===== config.mk =====
export PLATFORM = sky130hd
export DESIGN_NAME = thick_line_rasterizer_flat
export DESIGN_NICKNAME = d
export VERILOG_FILES = /design/src/sv/tlr_pkg.sv /design/src/sv/tlr_ifs.sv /design/src/sv/tlr_canvas_regs.sv /design/src/sv/tlr_line_core.sv /design/src/sv/thick_line_rasterizer.sv /design/src/flat_wrapper.sv
export VERILOG_INCLUDE_DIRS = /design/src /design/src/sv
export SDC_FILE = /design/constraint.sdc
export NUM_CORES = 1
export LEC_CHECK = 0
export ABC_AREA = 1
export BUFFER_PORTS_ARGS = -buffer_cell sky130_fd_sc_hd__buf_4
export CAP_MARGIN = 20
export CORE_UTILIZATION = 25
export DETAILED_ROUTE_END_ITERATION = 10
export PLACE_DENSITY = 0.38
export SLEW_MARGIN = 10
export SYNTH_ARGS = -nofsm -noshare
export SYNTH_HDL_FRONTEND = slang
export SYNTH_HIERARCHICAL = 1
export SYNTH_SLANG_ARGS = --single-unit

===== constraint.sdc =====
create_clock -name clk -period 10.4 [get_ports clk]
set_clock_uncertainty 0.05 [all_clocks]
set_input_delay 1.04 -clock clk [delete_from_list [all_inputs] [get_ports clk]]
set_output_delay 1.04 -clock clk [all_outputs]
set_load 0.1 [all_outputs]

===== src/sv/thick_line_rasterizer_defines.svh =====
// Assertion macros for the thick line rasterizer.
// Used by the top level; no other dependencies.
`ifndef THICK_LINE_RASTERIZER_DEFINES_SVH
`define THICK_LINE_RASTERIZER_DEFINES_SVH

// Same-cycle implication, disabled while reset is asserted
`define TLR_ASSERT_NOW(label, clk, rst_n, ante, cons, msg) \
    label: assert property (@(posedge clk) disable iff (!rst_n) (ante) |-> (cons)) \
        else $error(msg);

// Next-cycle implication, disabled while reset is asserted
`define TLR_ASSERT_NEXT(label, clk, rst_n, ante, cons, msg) \
    label: assert property (@(posedge clk) disable iff (!rst_n) (ante) |=> (cons)) \
        else $error(msg);

`endif


===== src/sv/tlr_pkg.sv =====
// Shared types and constants for the thick line rasterizer.
// No dependencies.
`timescale 1ns / 1ps

package tlr_pkg;

    // Default geometry
    localparam int COORD_BITS_DEF = 12;
    localparam int THICK_BITS_DEF = 6;

    // Canvas registers and pixel output widths
    localparam int REG_BITS     = 12;
    localparam int PIX_BITS     = 11;
    localparam int COLOR_BITS   = 32;
    localparam int CFG_IDX_BITS = 1;

    localparam logic [REG_BITS-1:0] CANVAS_RESET = 12'd1024;
    localparam logic [REG_BITS-1:0] PIX_LIMIT    = 12'd2048;

    // Register indexes
    localparam logic [CFG_IDX_BITS-1:0] REG_CANVAS_WIDTH  = 1'd0;
    localparam logic [CFG_IDX_BITS-1:0] REG_CANVAS_HEIGHT = 1'd1;

    // Request action codes
    localparam logic ACT_START = 1'b0;
    localparam logic ACT_STEP  = 1'b1;

    // Canvas bounds, already clamped to the pixel limit
    typedef struct packed {
        logic [REG_BITS-1:0] w_lim;
        logic [REG_BITS-1:0] h_lim;
    } canvas_t;

    // One brush pixel result
    typedef struct packed {
        logic                  write_pixel;
        logic [PIX_BITS-1:0]   pixel_x;
        logic [PIX_BITS-1:0]   pixel_y;
        logic [COLOR_BITS-1:0] pixel_color;
        logic                  line_last;
        logic                  busy_res;
    } pixel_t;

    // Core status toward the top level
    typedef struct packed {
        logic emit;
        logic active;
    } core_status_t;

endpackage


===== src/sv/tlr_ifs.sv =====
// Valid/ready channel interfaces for line requests and pixel results.
// Depends on tlr_pkg.
`timescale 1ns / 1ps

interface tlr_cmd_if #(
    parameter int COORD_BITS = tlr_pkg::COORD_BITS_DEF,
    parameter int THICK_BITS = tlr_pkg::THICK_BITS_DEF
);
    logic                                valid;
    logic                                ready;
    logic                                action;
    logic signed [COORD_BITS-1:0]        start_x;
    logic signed [COORD_BITS-1:0]        start_y;
    logic signed [COORD_BITS-1:0]        end_x;
    logic signed [COORD_BITS-1:0]        end_y;
    logic [THICK_BITS-1:0]               thickness;
    logic [tlr_pkg::COLOR_BITS-1:0]      color;

    modport source (
        output valid, action, start_x, start_y, end_x, end_y, thickness, color,
        input  ready
    );
    modport sink (
        input  valid, action, start_x, start_y, end_x, end_y, thickness, color,
        output ready
    );
endinterface

interface tlr_pix_if;
    logic                            valid;
    logic                            ready;
    logic                            write_pixel;
    logic [tlr_pkg::PIX_BITS-1:0]    pixel_x;
    logic [tlr_pkg::PIX_BITS-1:0]    pixel_y;
    logic [tlr_pkg::COLOR_BITS-1:0]  pixel_color;
    logic                            line_last;
    logic                            busy_res;

    modport source (
        output valid, write_pixel, pixel_x, pixel_y, pixel_color, line_last, busy_res,
        input  ready
    );
    modport sink (
        input  valid, write_pixel, pixel_x, pixel_y, pixel_color, line_last, busy_res,
        output ready
    );
endinterface


===== src/sv/tlr_canvas_regs.sv =====
// Canvas size registers with write port and clamping to the pixel limit.
// Depends on tlr_pkg.
`timescale 1ns / 1ps

module tlr_canvas_regs (
    input  logic                              clk,
    input  logic                              rst_n,
    input  logic                              cfg_wr_en,
    input  logic [tlr_pkg::CFG_IDX_BITS-1:0]  cfg_index,
    input  logic [tlr_pkg::REG_BITS-1:0]      cfg_data,
    output tlr_pkg::canvas_t                  canvas
);

    logic [tlr_pkg::REG_BITS-1:0] width_reg;
    logic [tlr_pkg::REG_BITS-1:0] height_reg;

    // Register writes; unknown indexes are dropped
    always_ff @(posedge clk or negedge rst_n)
    begin
        if (!rst_n)
        begin
            width_reg  <= tlr_pkg::CANVAS_RESET;
            height_reg <= tlr_pkg::CANVAS_RESET;
        end
        else if (cfg_wr_en)
        begin
            case (cfg_index)
                tlr_pkg::REG_CANVAS_WIDTH:  width_reg  <= cfg_data;
                tlr_pkg::REG_CANVAS_HEIGHT: height_reg <= cfg_data;
                default: ;
            endcase
        end
    end

    // Clamp to the addressable pixel range
    always_comb
    begin
        canvas.w_lim = (width_reg > tlr_pkg::PIX_LIMIT) ? tlr_pkg::PIX_LIMIT : width_reg;
        canvas.h_lim = (height_reg > tlr_pkg::PIX_LIMIT) ? tlr_pkg::PIX_LIMIT : height_reg;
    end

endmodule


===== src/sv/tlr_line_core.sv =====
// Line walker: Bresenham state, brush offset scan and canvas clipping.
// Depends on tlr_pkg.
`timescale 1ns / 1ps

module tlr_line_core #(
    parameter int COORD_BITS = tlr_pkg::COORD_BITS_DEF,
    parameter int THICK_BITS = tlr_pkg::THICK_BITS_DEF
) (
    input  logic                               clk,
    input  logic                               rst_n,
    input  logic                               take,
    input  logic                               action,
    input  logic signed [COORD_BITS-1:0]       start_x,
    input  logic signed [COORD_BITS-1:0]       start_y,
    input  logic signed [COORD_BITS-1:0]       end_x,
    input  logic signed [COORD_BITS-1:0]       end_y,
    input  logic [THICK_BITS-1:0]              thickness,
    input  logic [tlr_pkg::COLOR_BITS-1:0]     color,
    input  tlr_pkg::canvas_t                   canvas,
    output tlr_pkg::pixel_t                    pixel,
    output tlr_pkg::core_status_t              status
);

    // Derived widths
    localparam int DW  = COORD_BITS + 1;                       // span magnitude
    localparam int EW  = COORD_BITS + 3;                       // error term
    localparam int E2W = EW + 1;                               // doubled error
    localparam int HW  = (THICK_BITS > 1) ? THICK_BITS - 1 : 1; // brush half
    localparam int OW  = HW + 2;                               // signed offset
    localparam int PW  = ((COORD_BITS > OW) ? COORD_BITS : OW) + 1;
    localparam int CW  = (PW > tlr_pkg::REG_BITS) ? PW : tlr_pkg::REG_BITS;

    logic signed [COORD_BITS-1:0] cur_x_reg, cur_x_next;
    logic signed [COORD_BITS-1:0] cur_y_reg, cur_y_next;
    logic signed [COORD_BITS-1:0] goal_x_reg, goal_x_next;
    logic signed [COORD_BITS-1:0] goal_y_reg, goal_y_next;
    logic [DW-1:0]                delta_x_reg, delta_x_next;
    logic [DW-1:0]                delta_y_reg, delta_y_next;
    logic                         step_x_neg_reg, step_x_neg_next;
    logic                         step_y_neg_reg, step_y_neg_next;
    logic signed [EW-1:0]         error_acc_reg, error_acc_next;
    logic [HW-1:0]                brush_half_reg, brush_half_next;
    logic signed [OW-1:0]         offset_x_reg, offset_x_next;
    logic signed [OW-1:0]         offset_y_reg, offset_y_next;
    logic [tlr_pkg::COLOR_BITS-1:0] line_color_reg, line_color_next;
    logic                         active_reg, active_next;

    // Start-request setup terms
    logic signed [DW-1:0] diff_x, diff_y;
    logic [DW-1:0]        span_x, span_y;
    logic [THICK_BITS:0]  thick_half;
    logic [HW-1:0]        half_new;

    // Step terms
    logic signed [OW-1:0]  half_s, neg_half;
    logic signed [PW-1:0]  px, py;
    logic signed [CW-1:0]  px_ext, py_ext;
    logic                  in_canvas;
    logic                  at_goal;
    logic                  last;
    logic signed [E2W-1:0] e2, dx_s, dy_s;
    logic signed [E2W:0]   err_sum;
    logic                  move_x, move_y;
    logic                  emit;

    assign emit = take && (action == tlr_pkg::ACT_STEP) && active_reg;

    // Start setup: spans and brush half
    always_comb
    begin
        diff_x     = DW'(start_x) - DW'(end_x);
        diff_y     = DW'(start_y) - DW'(end_y);
        diff_x     = $signed({start_x[COORD_BITS-1], start_x}) -
                     $signed({end_x[COORD_BITS-1], end_x});
        diff_y     = $signed({start_y[COORD_BITS-1], start_y}) -
                     $signed({end_y[COORD_BITS-1], end_y});
        span_x     = diff_x[DW-1] ? DW'(-diff_x) : DW'(diff_x);
        span_y     = diff_y[DW-1] ? DW'(-diff_y) : DW'(diff_y);
        thick_half = {1'b0, thickness} >> 1;
        half_new   = thick_half[HW-1:0];
    end

    // Pixel position and canvas clip
    always_comb
    begin
        half_s    = $signed({2'b00, brush_half_reg});
        neg_half  = -half_s;
        px        = PW'(cur_x_reg) + PW'(offset_x_reg);
        py        = PW'(cur_y_reg) + PW'(offset_y_reg);
        px_ext    = CW'(px);
        py_ext    = CW'(py);
        in_canvas = !px_ext[CW-1] && !py_ext[CW-1] &&
                    (CW'(px_ext) < CW'(canvas.w_lim)) &&
                    (CW'(py_ext) < CW'(canvas.h_lim));
        at_goal   = (cur_x_reg == goal_x_reg) && (cur_y_reg == goal_y_reg);
    end

    // Bresenham move decision
    always_comb
    begin
        e2      = $signed({error_acc_reg, 1'b0});
        dx_s    = $signed(E2W'(delta_x_reg));
        dy_s    = $signed(E2W'(delta_y_reg));
        move_x  = e2 > -dy_s;
        move_y  = e2 < dx_s;
        err_sum = (E2W + 1)'(error_acc_reg)
                  - (move_x ? (E2W + 1)'(dy_s) : '0)
                  + (move_y ? (E2W + 1)'(dx_s) : '0);
    end

    // Next state
    always_comb
    begin
        cur_x_next      = cur_x_reg;
        cur_y_next      = cur_y_reg;
        goal_x_next     = goal_x_reg;
        goal_y_next     = goal_y_reg;
        delta_x_next    = delta_x_reg;
        delta_y_next    = delta_y_reg;
        step_x_neg_next = step_x_neg_reg;
        step_y_neg_next = step_y_neg_reg;
        error_acc_next  = error_acc_reg;
        brush_half_next = brush_half_reg;
        offset_x_next   = offset_x_reg;
        offset_y_next   = offset_y_reg;
        line_color_next = line_color_reg;
        active_next     = active_reg;
        last            = 1'b0;

        if (take && (action == tlr_pkg::ACT_START))
        begin
            cur_x_next      = start_x;
            cur_y_next      = start_y;
            goal_x_next     = end_x;
            goal_y_next     = end_y;
            delta_x_next    = span_x;
            delta_y_next    = span_y;
            step_x_neg_next = !(start_x < end_x);
            step_y_neg_next = !(start_y < end_y);
            error_acc_next  = EW'(span_x) - EW'(span_y);
            brush_half_next = half_new;
            offset_x_next   = -$signed({2'b00, half_new});
            offset_y_next   = -$signed({2'b00, half_new});
            line_color_next = color;
            active_next     = 1'b1;
        end
        else if (emit)
        begin
            if (offset_x_reg < half_s)
            begin
                offset_x_next = offset_x_reg + OW'(1);
            end
            else if (offset_y_reg < half_s)
            begin
                offset_x_next = neg_half;
                offset_y_next = offset_y_reg + OW'(1);
            end
            else
            begin
                // end of brush square: finish or advance one line point
                if (at_goal)
                begin
                    last        = 1'b1;
                    active_next = 1'b0;
                end
                else
                begin
                    error_acc_next = err_sum[EW-1:0];
                    if (move_x)
                        cur_x_next = step_x_neg_reg ? cur_x_reg - COORD_BITS'(1)
                                                    : cur_x_reg + COORD_BITS'(1);
                    if (move_y)
                        cur_y_next = step_y_neg_reg ? cur_y_reg - COORD_BITS'(1)
                                                    : cur_y_reg + COORD_BITS'(1);
                end
                offset_x_next = neg_half;
                offset_y_next = neg_half;
            end
        end
    end

    // State registers
    always_ff @(posedge clk or negedge rst_n)
    begin
        if (!rst_n)
        begin
            cur_x_reg      <= '0;
            cur_y_reg      <= '0;
            goal_x_reg     <= '0;
            goal_y_reg     <= '0;
            delta_x_reg    <= '0;
            delta_y_reg    <= '0;
            step_x_neg_reg <= 1'b0;
            step_y_neg_reg <= 1'b0;
            error_acc_reg  <= '0;
            brush_half_reg <= '0;
            offset_x_reg   <= '0;
            offset_y_reg   <= '0;
            line_color_reg <= '0;
            active_reg     <= 1'b0;
        end
        else
        begin
            cur_x_reg      <= cur_x_next;
            cur_y_reg      <= cur_y_next;
            goal_x_reg     <= goal_x_next;
            goal_y_reg     <= goal_y_next;
            delta_x_reg    <= delta_x_next;
            delta_y_reg    <= delta_y_next;
            step_x_neg_reg <= step_x_neg_next;
            step_y_neg_reg <= step_y_neg_next;
            error_acc_reg  <= error_acc_next;
            brush_half_reg <= brush_half_next;
            offset_x_reg   <= offset_x_next;
            offset_y_reg   <= offset_y_next;
            line_color_reg <= line_color_next;
            active_reg     <= active_next;
        end
    end

    // Result of the current step
    always_comb
    begin
        pixel.write_pixel = in_canvas;
        pixel.pixel_x     = in_canvas ? px_ext[tlr_pkg::PIX_BITS-1:0] : '0;
        pixel.pixel_y     = in_canvas ? py_ext[tlr_pkg::PIX_BITS-1:0] : '0;
        pixel.pixel_color = line_color_reg;
        pixel.line_last   = last;
        pixel.busy_res    = !last;
        status.emit       = emit;
        status.active     = active_reg;
    end

endmodule


===== src/sv/thick_line_rasterizer.sv =====
// Thick line rasterizer top level: canvas registers, line walker, result register.
// Depends on tlr_pkg, tlr_ifs, tlr_canvas_regs, tlr_line_core and the defines header.
//
//  Channel   Dir   Handshake          Moves
//  cmd       in    valid/ready        start or step request
//  pix       out   valid/ready        one brush pixel per step while a line is active
//  cfg       in    cfg_wr_en only     canvas width/height writes, no stall
//
//  One request per clock while cmd.ready is high. A step reaches pix in the cycle
//  after acceptance, through the single result register behind the walker logic.
//  cmd.ready is low only while a result sits in the register and pix.ready is low.
//  Reset clears the line state (idle) and sets the canvas to 1024 x 1024.
`timescale 1ns / 1ps

`include "thick_line_rasterizer_defines.svh"

module thick_line_rasterizer #(
    parameter int COORD_BITS = tlr_pkg::COORD_BITS_DEF,
    parameter int THICK_BITS = tlr_pkg::THICK_BITS_DEF
) (
    input  logic                              clk,
    input  logic                              rst_n,
    tlr_cmd_if.sink                           cmd,
    tlr_pix_if.source                         pix,
    input  logic                              cfg_wr_en,
    input  logic [tlr_pkg::CFG_IDX_BITS-1:0]  cfg_index,
    input  logic [tlr_pkg::REG_BITS-1:0]      cfg_data
);

    tlr_pkg::canvas_t      canvas;
    tlr_pkg::pixel_t       pixel;
    tlr_pkg::core_status_t core_status;
    tlr_pkg::pixel_t       pixel_reg;
    logic                  out_valid_reg, out_valid_next;
    logic                  in_ready;
    logic                  take;

    // Accept whenever the result register is free or draining
    assign in_ready  = !out_valid_reg || pix.ready;
    assign take      = cmd.valid && in_ready;
    assign cmd.ready = in_ready;

    tlr_canvas_regs u_canvas (
        .clk       (clk),
        .rst_n     (rst_n),
        .cfg_wr_en (cfg_wr_en),
        .cfg_index (cfg_index),
        .cfg_data  (cfg_data),
        .canvas    (canvas)
    );

    tlr_line_core #(
        .COORD_BITS (COORD_BITS),
        .THICK_BITS (THICK_BITS)
    ) u_core (
        .clk       (clk),
        .rst_n     (rst_n),
        .take      (take),
        .action    (cmd.action),
        .start_x   (cmd.start_x),
        .start_y   (cmd.start_y),
        .end_x     (cmd.end_x),
        .end_y     (cmd.end_y),
        .thickness (cmd.thickness),
        .color     (cmd.color),
        .canvas    (canvas),
        .pixel     (pixel),
        .status    (core_status)
    );

    // Result register
    always_comb
    begin
        out_valid_next = out_valid_reg;
        if (in_ready)
            out_valid_next = core_status.emit;
    end

    always_ff @(posedge clk or negedge rst_n)
    begin
        if (!rst_n)
            out_valid_reg <= 1'b0;
        else
            out_valid_reg <= out_valid_next;
    end

    always_ff @(posedge clk)
    begin
        if (in_ready && core_status.emit)
            pixel_reg <= pixel;
    end

    assign pix.valid       = out_valid_reg;
    assign pix.write_pixel = pixel_reg.write_pixel;
    assign pix.pixel_x     = pixel_reg.pixel_x;
    assign pix.pixel_y     = pixel_reg.pixel_y;
    assign pix.pixel_color = pixel_reg.pixel_color;
    assign pix.line_last   = pixel_reg.line_last;
    assign pix.busy_res    = pixel_reg.busy_res;

    // Checks
    `TLR_ASSERT_NOW(a_clip_zero, clk, rst_n, pix.valid && !pix.write_pixel, pix.pixel_x == '0 && pix.pixel_y == '0, "clipped pixel carries nonzero coordinates")
    `TLR_ASSERT_NOW(a_last_not_busy, clk, rst_n, pix.valid && pix.line_last, !pix.busy_res, "last pixel reported busy")
    `TLR_ASSERT_NEXT(a_start_active, clk, rst_n, cmd.valid && cmd.ready && cmd.action == tlr_pkg::ACT_START, core_status.active, "start request did not activate the line")
    `TLR_ASSERT_NOW(a_busy_tracks, clk, rst_n, pix.valid, core_status.active == pix.busy_res, "held result busy flag disagrees with walker state")

endmodule


===== src/flat_wrapper.sv =====
// flat-port wrapper written by rule: the top's interface ports become plain ports
module thick_line_rasterizer_flat 
#(
    parameter int COORD_BITS = tlr_pkg::COORD_BITS_DEF,
    parameter int THICK_BITS = tlr_pkg::THICK_BITS_DEF
)
  (clk, rst_n, cfg_wr_en, cfg_index, cfg_data, cmd_valid, cmd_action, cmd_start_x, cmd_start_y, cmd_end_x, cmd_end_y, cmd_thickness, cmd_color, cmd_ready, pix_valid, pix_write_pixel, pix_pixel_x, pix_pixel_y, pix_pixel_color, pix_line_last, pix_busy_res, pix_ready);
  tlr_cmd_if #(.COORD_BITS(COORD_BITS), .THICK_BITS(THICK_BITS)) cmd_i ();
  tlr_pix_if pix_i ();
  input  logic clk;
  input  logic rst_n;
  input  logic cfg_wr_en;
  input  logic [tlr_pkg::CFG_IDX_BITS-1:0] cfg_index;
  input  logic [tlr_pkg::REG_BITS-1:0] cfg_data;
  input wire logic [$bits(cmd_i.valid)-1:0] cmd_valid;
  input wire logic [$bits(cmd_i.action)-1:0] cmd_action;
  input wire logic [$bits(cmd_i.start_x)-1:0] cmd_start_x;
  input wire logic [$bits(cmd_i.start_y)-1:0] cmd_start_y;
  input wire logic [$bits(cmd_i.end_x)-1:0] cmd_end_x;
  input wire logic [$bits(cmd_i.end_y)-1:0] cmd_end_y;
  input wire logic [$bits(cmd_i.thickness)-1:0] cmd_thickness;
  input wire logic [$bits(cmd_i.color)-1:0] cmd_color;
  output wire logic [$bits(cmd_i.ready)-1:0] cmd_ready;
  output wire logic [$bits(pix_i.valid)-1:0] pix_valid;
  output wire logic [$bits(pix_i.write_pixel)-1:0] pix_write_pixel;
  output wire logic [$bits(pix_i.pixel_x)-1:0] pix_pixel_x;
  output wire logic [$bits(pix_i.pixel_y)-1:0] pix_pixel_y;
  output wire logic [$bits(pix_i.pixel_color)-1:0] pix_pixel_color;
  output wire logic [$bits(pix_i.line_last)-1:0] pix_line_last;
  output wire logic [$bits(pix_i.busy_res)-1:0] pix_busy_res;
  input wire logic [$bits(pix_i.ready)-1:0] pix_ready;
  assign cmd_i.valid = cmd_valid;
  assign cmd_i.action = cmd_action;
  assign cmd_i.start_x = cmd_start_x;
  assign cmd_i.start_y = cmd_start_y;
  assign cmd_i.end_x = cmd_end_x;
  assign cmd_i.end_y = cmd_end_y;
  assign cmd_i.thickness = cmd_thickness;
  assign cmd_i.color = cmd_color;
  assign cmd_ready = cmd_i.ready;
  assign pix_valid = pix_i.valid;
  assign pix_write_pixel = pix_i.write_pixel;
  assign pix_pixel_x = pix_i.pixel_x;
  assign pix_pixel_y = pix_i.pixel_y;
  assign pix_pixel_color = pix_i.pixel_color;
  assign pix_line_last = pix_i.line_last;
  assign pix_busy_res = pix_i.busy_res;
  assign pix_i.ready = pix_ready;
  thick_line_rasterizer #(.COORD_BITS(COORD_BITS), .THICK_BITS(THICK_BITS)) u_core (.clk(clk), .rst_n(rst_n), .cmd(cmd_i), .pix(pix_i), .cfg_wr_en(cfg_wr_en), .cfg_index(cfg_index), .cfg_data(cfg_data));
endmodule

# Yosys cells after proc, flatten, opt, wreduce, memory -nomap -nowiden
# Index checks and enable logic that the tools add are counted.
# classes
addsub	18
n_lt_le_gt_ge	10
n_eq_ne	5
n_mux	42
bitwise	2
n_reduce_logical	27
# ops
operator	count
two-way mux 12 bit	16
two-way mux 15 bit	5
two-way mux 13 bit	4
two-way mux 7 bit	7
adder 12 x 7 -> 13 bit	2
< comparator 13 x 12 -> 1 bit	2
negation 13 bit	2
subtractor 12 x 12 -> 13 bit	2
adder 12 x 2 -> 12 bit (second input constant)	2
equality test 12 bit	2
> comparator 12 bit (second input constant)	2
< comparator 12 bit	2
subtractor 12 x 2 -> 12 bit (second input constant)	2
> comparator 16 bit	1
< comparator 16 x 14 -> 1 bit	1
negation 13 -> 16 bit	1
adder 15 x 14 -> 15 bit	1
subtractor 15 x 14 -> 15 bit	1
adder 7 x 2 -> 7 bit (second input constant)	2
< comparator 7 x 6 -> 1 bit	2
negation 5 -> 7 bit	2
subtractor 13 x 13 -> 14 bit	1
two-way mux 1 bit	10
AND reduction 5 bit	2
other kinds (9)	30
# word_totals
reg_bits	225
in_bits	105
output_inout_bits	59
wordCells	127

# Depth between registers and ports, before layout
# depth
depth_word	10
mapped_depth	35
ltp_nobuf	35

# Hierarchy
# The synthesis kept the hierarchy.
# modules_own_cells
module	n_inst	cells_each	area_per_inst_um2	seq_area_each_um2
tlr_line_core	1	2157	14451.4	3578.4
thick_line_rasterizer	1	65	1767.9	1736.7
tlr_canvas_regs	1	159	1181.1	603.1

# Worst setup path before layout
# OpenSTA, ideal clock, no wires.
# synth_timing
kind	input to register
startpoint	input pix_ready
endpoint	register u_core.pixel_reg (netlist bit u_core/pix.busy_res), enable pin
setup_ns	0.490
arrival_ns	4.368
t_required_ns	9.860
setup_slack_ns	5.492
cell_stages	7
n_path_buf	1
path_cell_list	inv_2 > a21oi_1 > nand2_1 > nor2_1 > buf_4 > inv_1 > a21oi_1
# synth_between
elab_chain_len	5
# synth_rtl
element	line	source
from (decl)	flat_wrapper.sv:31	input wire logic [$bits(pix_i.ready)-1:0] pix_ready;
logical OR 1 bit	thick_line_rasterizer.sv:39	assign in_ready = !out_valid_reg || pix.ready;
logical AND 1 bit	thick_line_rasterizer.sv:40	assign take = cmd.valid && in_ready;
named net u_core.take	thick_line_rasterizer.sv:36	logic take;
logical AND 1 bit (2 in a row)	tlr_line_core.sv:66	assign emit = take && (action == tlr_pkg::ACT_STEP) && active_reg;
named net u_core.u_core.emit	tlr_line_core.sv:64	logic emit;
logical AND 1 bit	thick_line_rasterizer.sv:89	if (in_ready && core_status.emit)
to (signal assigned)	thick_line_rasterizer.sv:90	pixel_reg <= pixel;
to (decl)	thick_line_rasterizer.sv:33	tlr_pkg::pixel_t pixel_reg;
# The timed path passes the listed nets, and every way through them passes these cells.
# A chain may end at the register's enable or synchronous reset.

# Final worst setup path
# layout_timing
startpoint	register u_core.u_core.delta_y_reg[0]
endpoint	register u_core.u_core.error_acc_reg[8]
# layout_between
elab_chain_len	10
# layout_rtl
element	line	source
from (decl)	tlr_line_core.sv:38	logic [DW-1:0] delta_y_reg, delta_y_next;
from (signal assigned)	tlr_line_core.sv:209	delta_y_reg <= delta_y_next;
negation 13 -> 16 bit	tlr_line_core.sv:104	move_x = e2 > -dy_s;
> comparator 16 bit	tlr_line_core.sv:104	
two-way mux 13 bit (*)	tlr_line_core.sv:107	- (move_x ? (E2W + 1)'(dy_s) : '0)
subtractor 15 x 14 -> 15 bit (*)	tlr_line_core.sv:107	
adder 15 x 14 -> 15 bit (*)	tlr_line_core.sv:108	+ (move_y ? (E2W + 1)'(dx_s) : '0);
two-way mux 15 bit (*)	tlr_line_core.sv:161	if (at_goal)
two-way mux 15 bit (*)	tlr_line_core.sv:153	else if (offset_y_reg < half_s)
two-way mux 15 bit (*)	tlr_line_core.sv:149	if (offset_x_reg < half_s)
two-way mux 15 bit (*)	tlr_line_core.sv:147	else if (emit)
two-way mux 15 bit (*)	tlr_line_core.sv:130	if (take && (action == tlr_pkg::ACT_START))
to (signal assigned)	tlr_line_core.sv:212	error_acc_reg <= error_acc_next;
to (decl)	tlr_line_core.sv:41	logic signed [EW-1:0] error_acc_reg, error_acc_next;
# Mark *: on every way between the ends. The rest lies on a longest branch, timed or not. The select of a mux whose other input is x is not followed.

==> impl_metrics.json <==
{
  "status": "completed",
  "fin_nets": 2814,
  "power.density_cell_area_mw_per_mm2": 314,
  "syn-mean-instance-area_sq_um": 7.31,
  "chipHeight_um": 266,
  "critical_path.max_fanout": 13,
  "total_length_of_routed_wires_mm": 54.0,
  "clock_tree.htree_level_count": 2,
  "num_vias": 15400,
  "cts.repair_timing.setup_buffer_count": 0,
  "detailedRoute.firstIterationViolations": 880,
  "post_drt_via_cell_ratio": 4.42,
  "critPathMostFrequentCell": "sky130_fd_sc_hd__nor2_1",
  "cpPeakStageDelay_ns": 0.50,
  "number_of_cells_produced_by_synthesis": 2380,
  "first_pass_grt_wire_length_mm": 85.7,
  "grt_pass1_vias": 15400,
  "drive_gt1_share_pct": 11.0,
  "clock_insertion_delay_worst_skew_ns": 0.54,
  "dpl_worst_slack_ns": 4.60,
  "reg2reg_to": "u_core/u_core/error_acc_reg[8]$_DFFE_PN0P_",
  "clock-sinks": 225,
  "antenna_found_initial": 0,
  "cts-root-buf": "sky130_fd_sc_hd__clkbuf_16",
  "die_w_um": 266,
  "die_area_sq_mm": 0.0706,
  "timing.critical_path.to_type": "flop",
  "setup_viol": 0,
  "drt.antenna.violating_nets": 0,
  "numCtsBuffers": 34,
  "required_ns": 10.74,
  "worst_slew_margin_rel_pct": 28.8,
  "place_hpwl_mm": 42.1,
  "min_delay_worst_endpoint": "u_core/pix.pixel_color[2]$_DFFE_PP_",
  "grt_start_max_net_pins": 83,
  "crit_path_top_delay_cell": "sky130_fd_sc_hd__fa_1",
  "initial_core_utilization_pct": 25.3,
  "period_minus_slack_ns": 5.70,
  "final_core_utilization_pct": 30.1,
  "regToRegStartpoint": "u_core/u_core/delta_y_reg[0]$_DFFE_PN0P_",
  "gp_congestion": 0.837,
  "synthesis.yosys.warnings": 6,
  "timing.final.ws_setup_ns": 4.70,
  "count_of_hold_buffers_inserted_by_post_cts_repair": 0,
  "crit_buf_inv": 2,
  "ir_drop_mv": 0.135,
  "cts_resized": 0,
  "reg2reg_depth": 28,
  "clkSlewWorstSetupHoldPaths_ns": 0.06,
  "design.portCount": 164,
  "cts.path.max_buffers": 3,
  "tritoncts": "built",
  "hold_depth": 0,
  "critical-path-top-delay-family": "simple AND/OR/NAND/NOR gates",
  "r2r_slack_ns": 4.70,
  "type_of_origin_of_the_critical_path": "flop",
  "floorplan.rows": 96,
  "place_inst": 3422,
  "drc_errors": 0,
  "worst-slew-pin-transition_ns": 1.05,
  "hold_viol_final": 0,
  "total_leakage_power_nw": 10.5,
  "worst-setup-path-type": "flop to flop",
  "fmax_achieved_mhz": 175,
  "timing_max_transition_violations_final": 0,
  "grt_setup_unrepaired": "no",
  "holdCritStartpoint": "u_core/u_core/line_color_reg[2]$_DFFE_PN0P_",
  "grt_usage_pct": 15.5,
  "core_area_sq_mm": 0.0687,
  "area.growth.synth_to_final_pct": 18.8,
  "period_share_pct": 54.9,
  "fill_cells": 7626,
  "detailedRoute.firstPassIterationCount": 5,
  "mappedNetlistNets": 2667,
  "mappedNetlistArea_sq_mm": 0.0174,
  "instances_no_fill": 3484,
  "grt_overflow_total": 0,
  "min-delay-path-class": "flop to flop",
  "max-cap-violations": 0,
  "tns_ns": 0,
  "io_buffers": 162,
  "routed_length_per_instance_um": 15.5,
  "worstPathArrival_ns": 6.04
}
==> metrics by stage <==
stage | area, sq um | hold slack (ns) | power (mW)
2_1_floorplan | 17400 | 0.375 | 4.33
3_3_place_gp | 19600 | 0.380 | 5.33
3_5_place_dp | 19600 | 0.381 | 5.36
4_1_cts | 20700 | 0.393 | 6.59
5_1_grt | 20700 | 0.402 | 7.23
6_report | 20700 | 0.391 | 6.48
==> how the worst max path moves through the flow <==
stage,end,slack (ns),cells past startpoint,startpoint
after floorplan,u_core/pix.busy_res$_DFFE_PP_,5.49,7,pix_ready
after global placement,u_core/u_core/error_acc_reg[14]$_DFFE_PN0P_,4.57,22,cmd_start_y[0]
after detailed placement,u_core/u_core/error_acc_reg[14]$_DFFE_PN0P_,4.60,22,cmd_start_y[0]
final,u_core/u_core/error_acc_reg[8]$_DFFE_PN0P_,4.70,28,u_core/u_core/delta_y_reg[0]$_DFFE_PN0P_
after global routing,u_core/u_core/error_acc_reg[9]$_DFFE_PN0P_,4.02,31,u_core/u_core/delta_y_reg[0]$_DFFE_PN0P_
after CTS,u_core/u_core/error_acc_reg[9]$_DFFE_PN0P_,4.72,31,u_core/u_core/delta_y_reg[0]$_DFFE_PN0P_
==> layout make-up <==
| type | count | area [sq um] | area share [%] |
|---|---|---|---|
| timing repair buffer | 168 | 1270 | 6.13 |
| sequential | 225 | 5920 | 28.6 |
| multi-input combinational | 1746 | 9870 | 47.8 |
| tap | 931 | 1160 | 5.64 |
| inverter | 352 | 1330 | 6.42 |
| clock inverter | 8 | 126 | 0.612 |
| antenna | 1 | 2.50 | 0.0121 |
| clock buffer | 53 | 983 | 4.76 |
==> metal layers <==
| layer | vias up | GRT usage, % | part of all wire, % |
|---|---|---|---|
| met5 | - | 0 | 0 |
| met4 | 0 | 3.81 | 2.0 |
| met3 | 66 | 2.34 | 3.6 |
| met2 | 210 | 26.3 | 47 |
| met1 | 7146 | 20.4 | 47 |
| li1 | 7980 | - | - |
==> placed cells by master (no fill, tap or decap), drive strengths merged, types with 5 or more instances in the layout <==
cell,count
a211oi,5
a21boi,5
a21oi,140
a31oi,18
buf,167
clkbuf,54
clkinv,5
dfrtp,166
edfxtp,57
fa,20
ha,162
inv,352
nand2,716
nand3,143
nand3b,7
nand4,19
nor2,173
nor3,28
o21a,5
o21ai,174
o21bai,6
or2,7
xnor2,22
xor2,73
==> power by group <==
part	switching, mW	leakage (nW)	internal, mW	total, mW
clock	0.446	0.540	0.725	1.17
sequential	0.280	2.60	1.14	1.42
combinational	2.49	7.35	1.40	3.89
No activity file was read; power rests on OpenSTA's default activity.
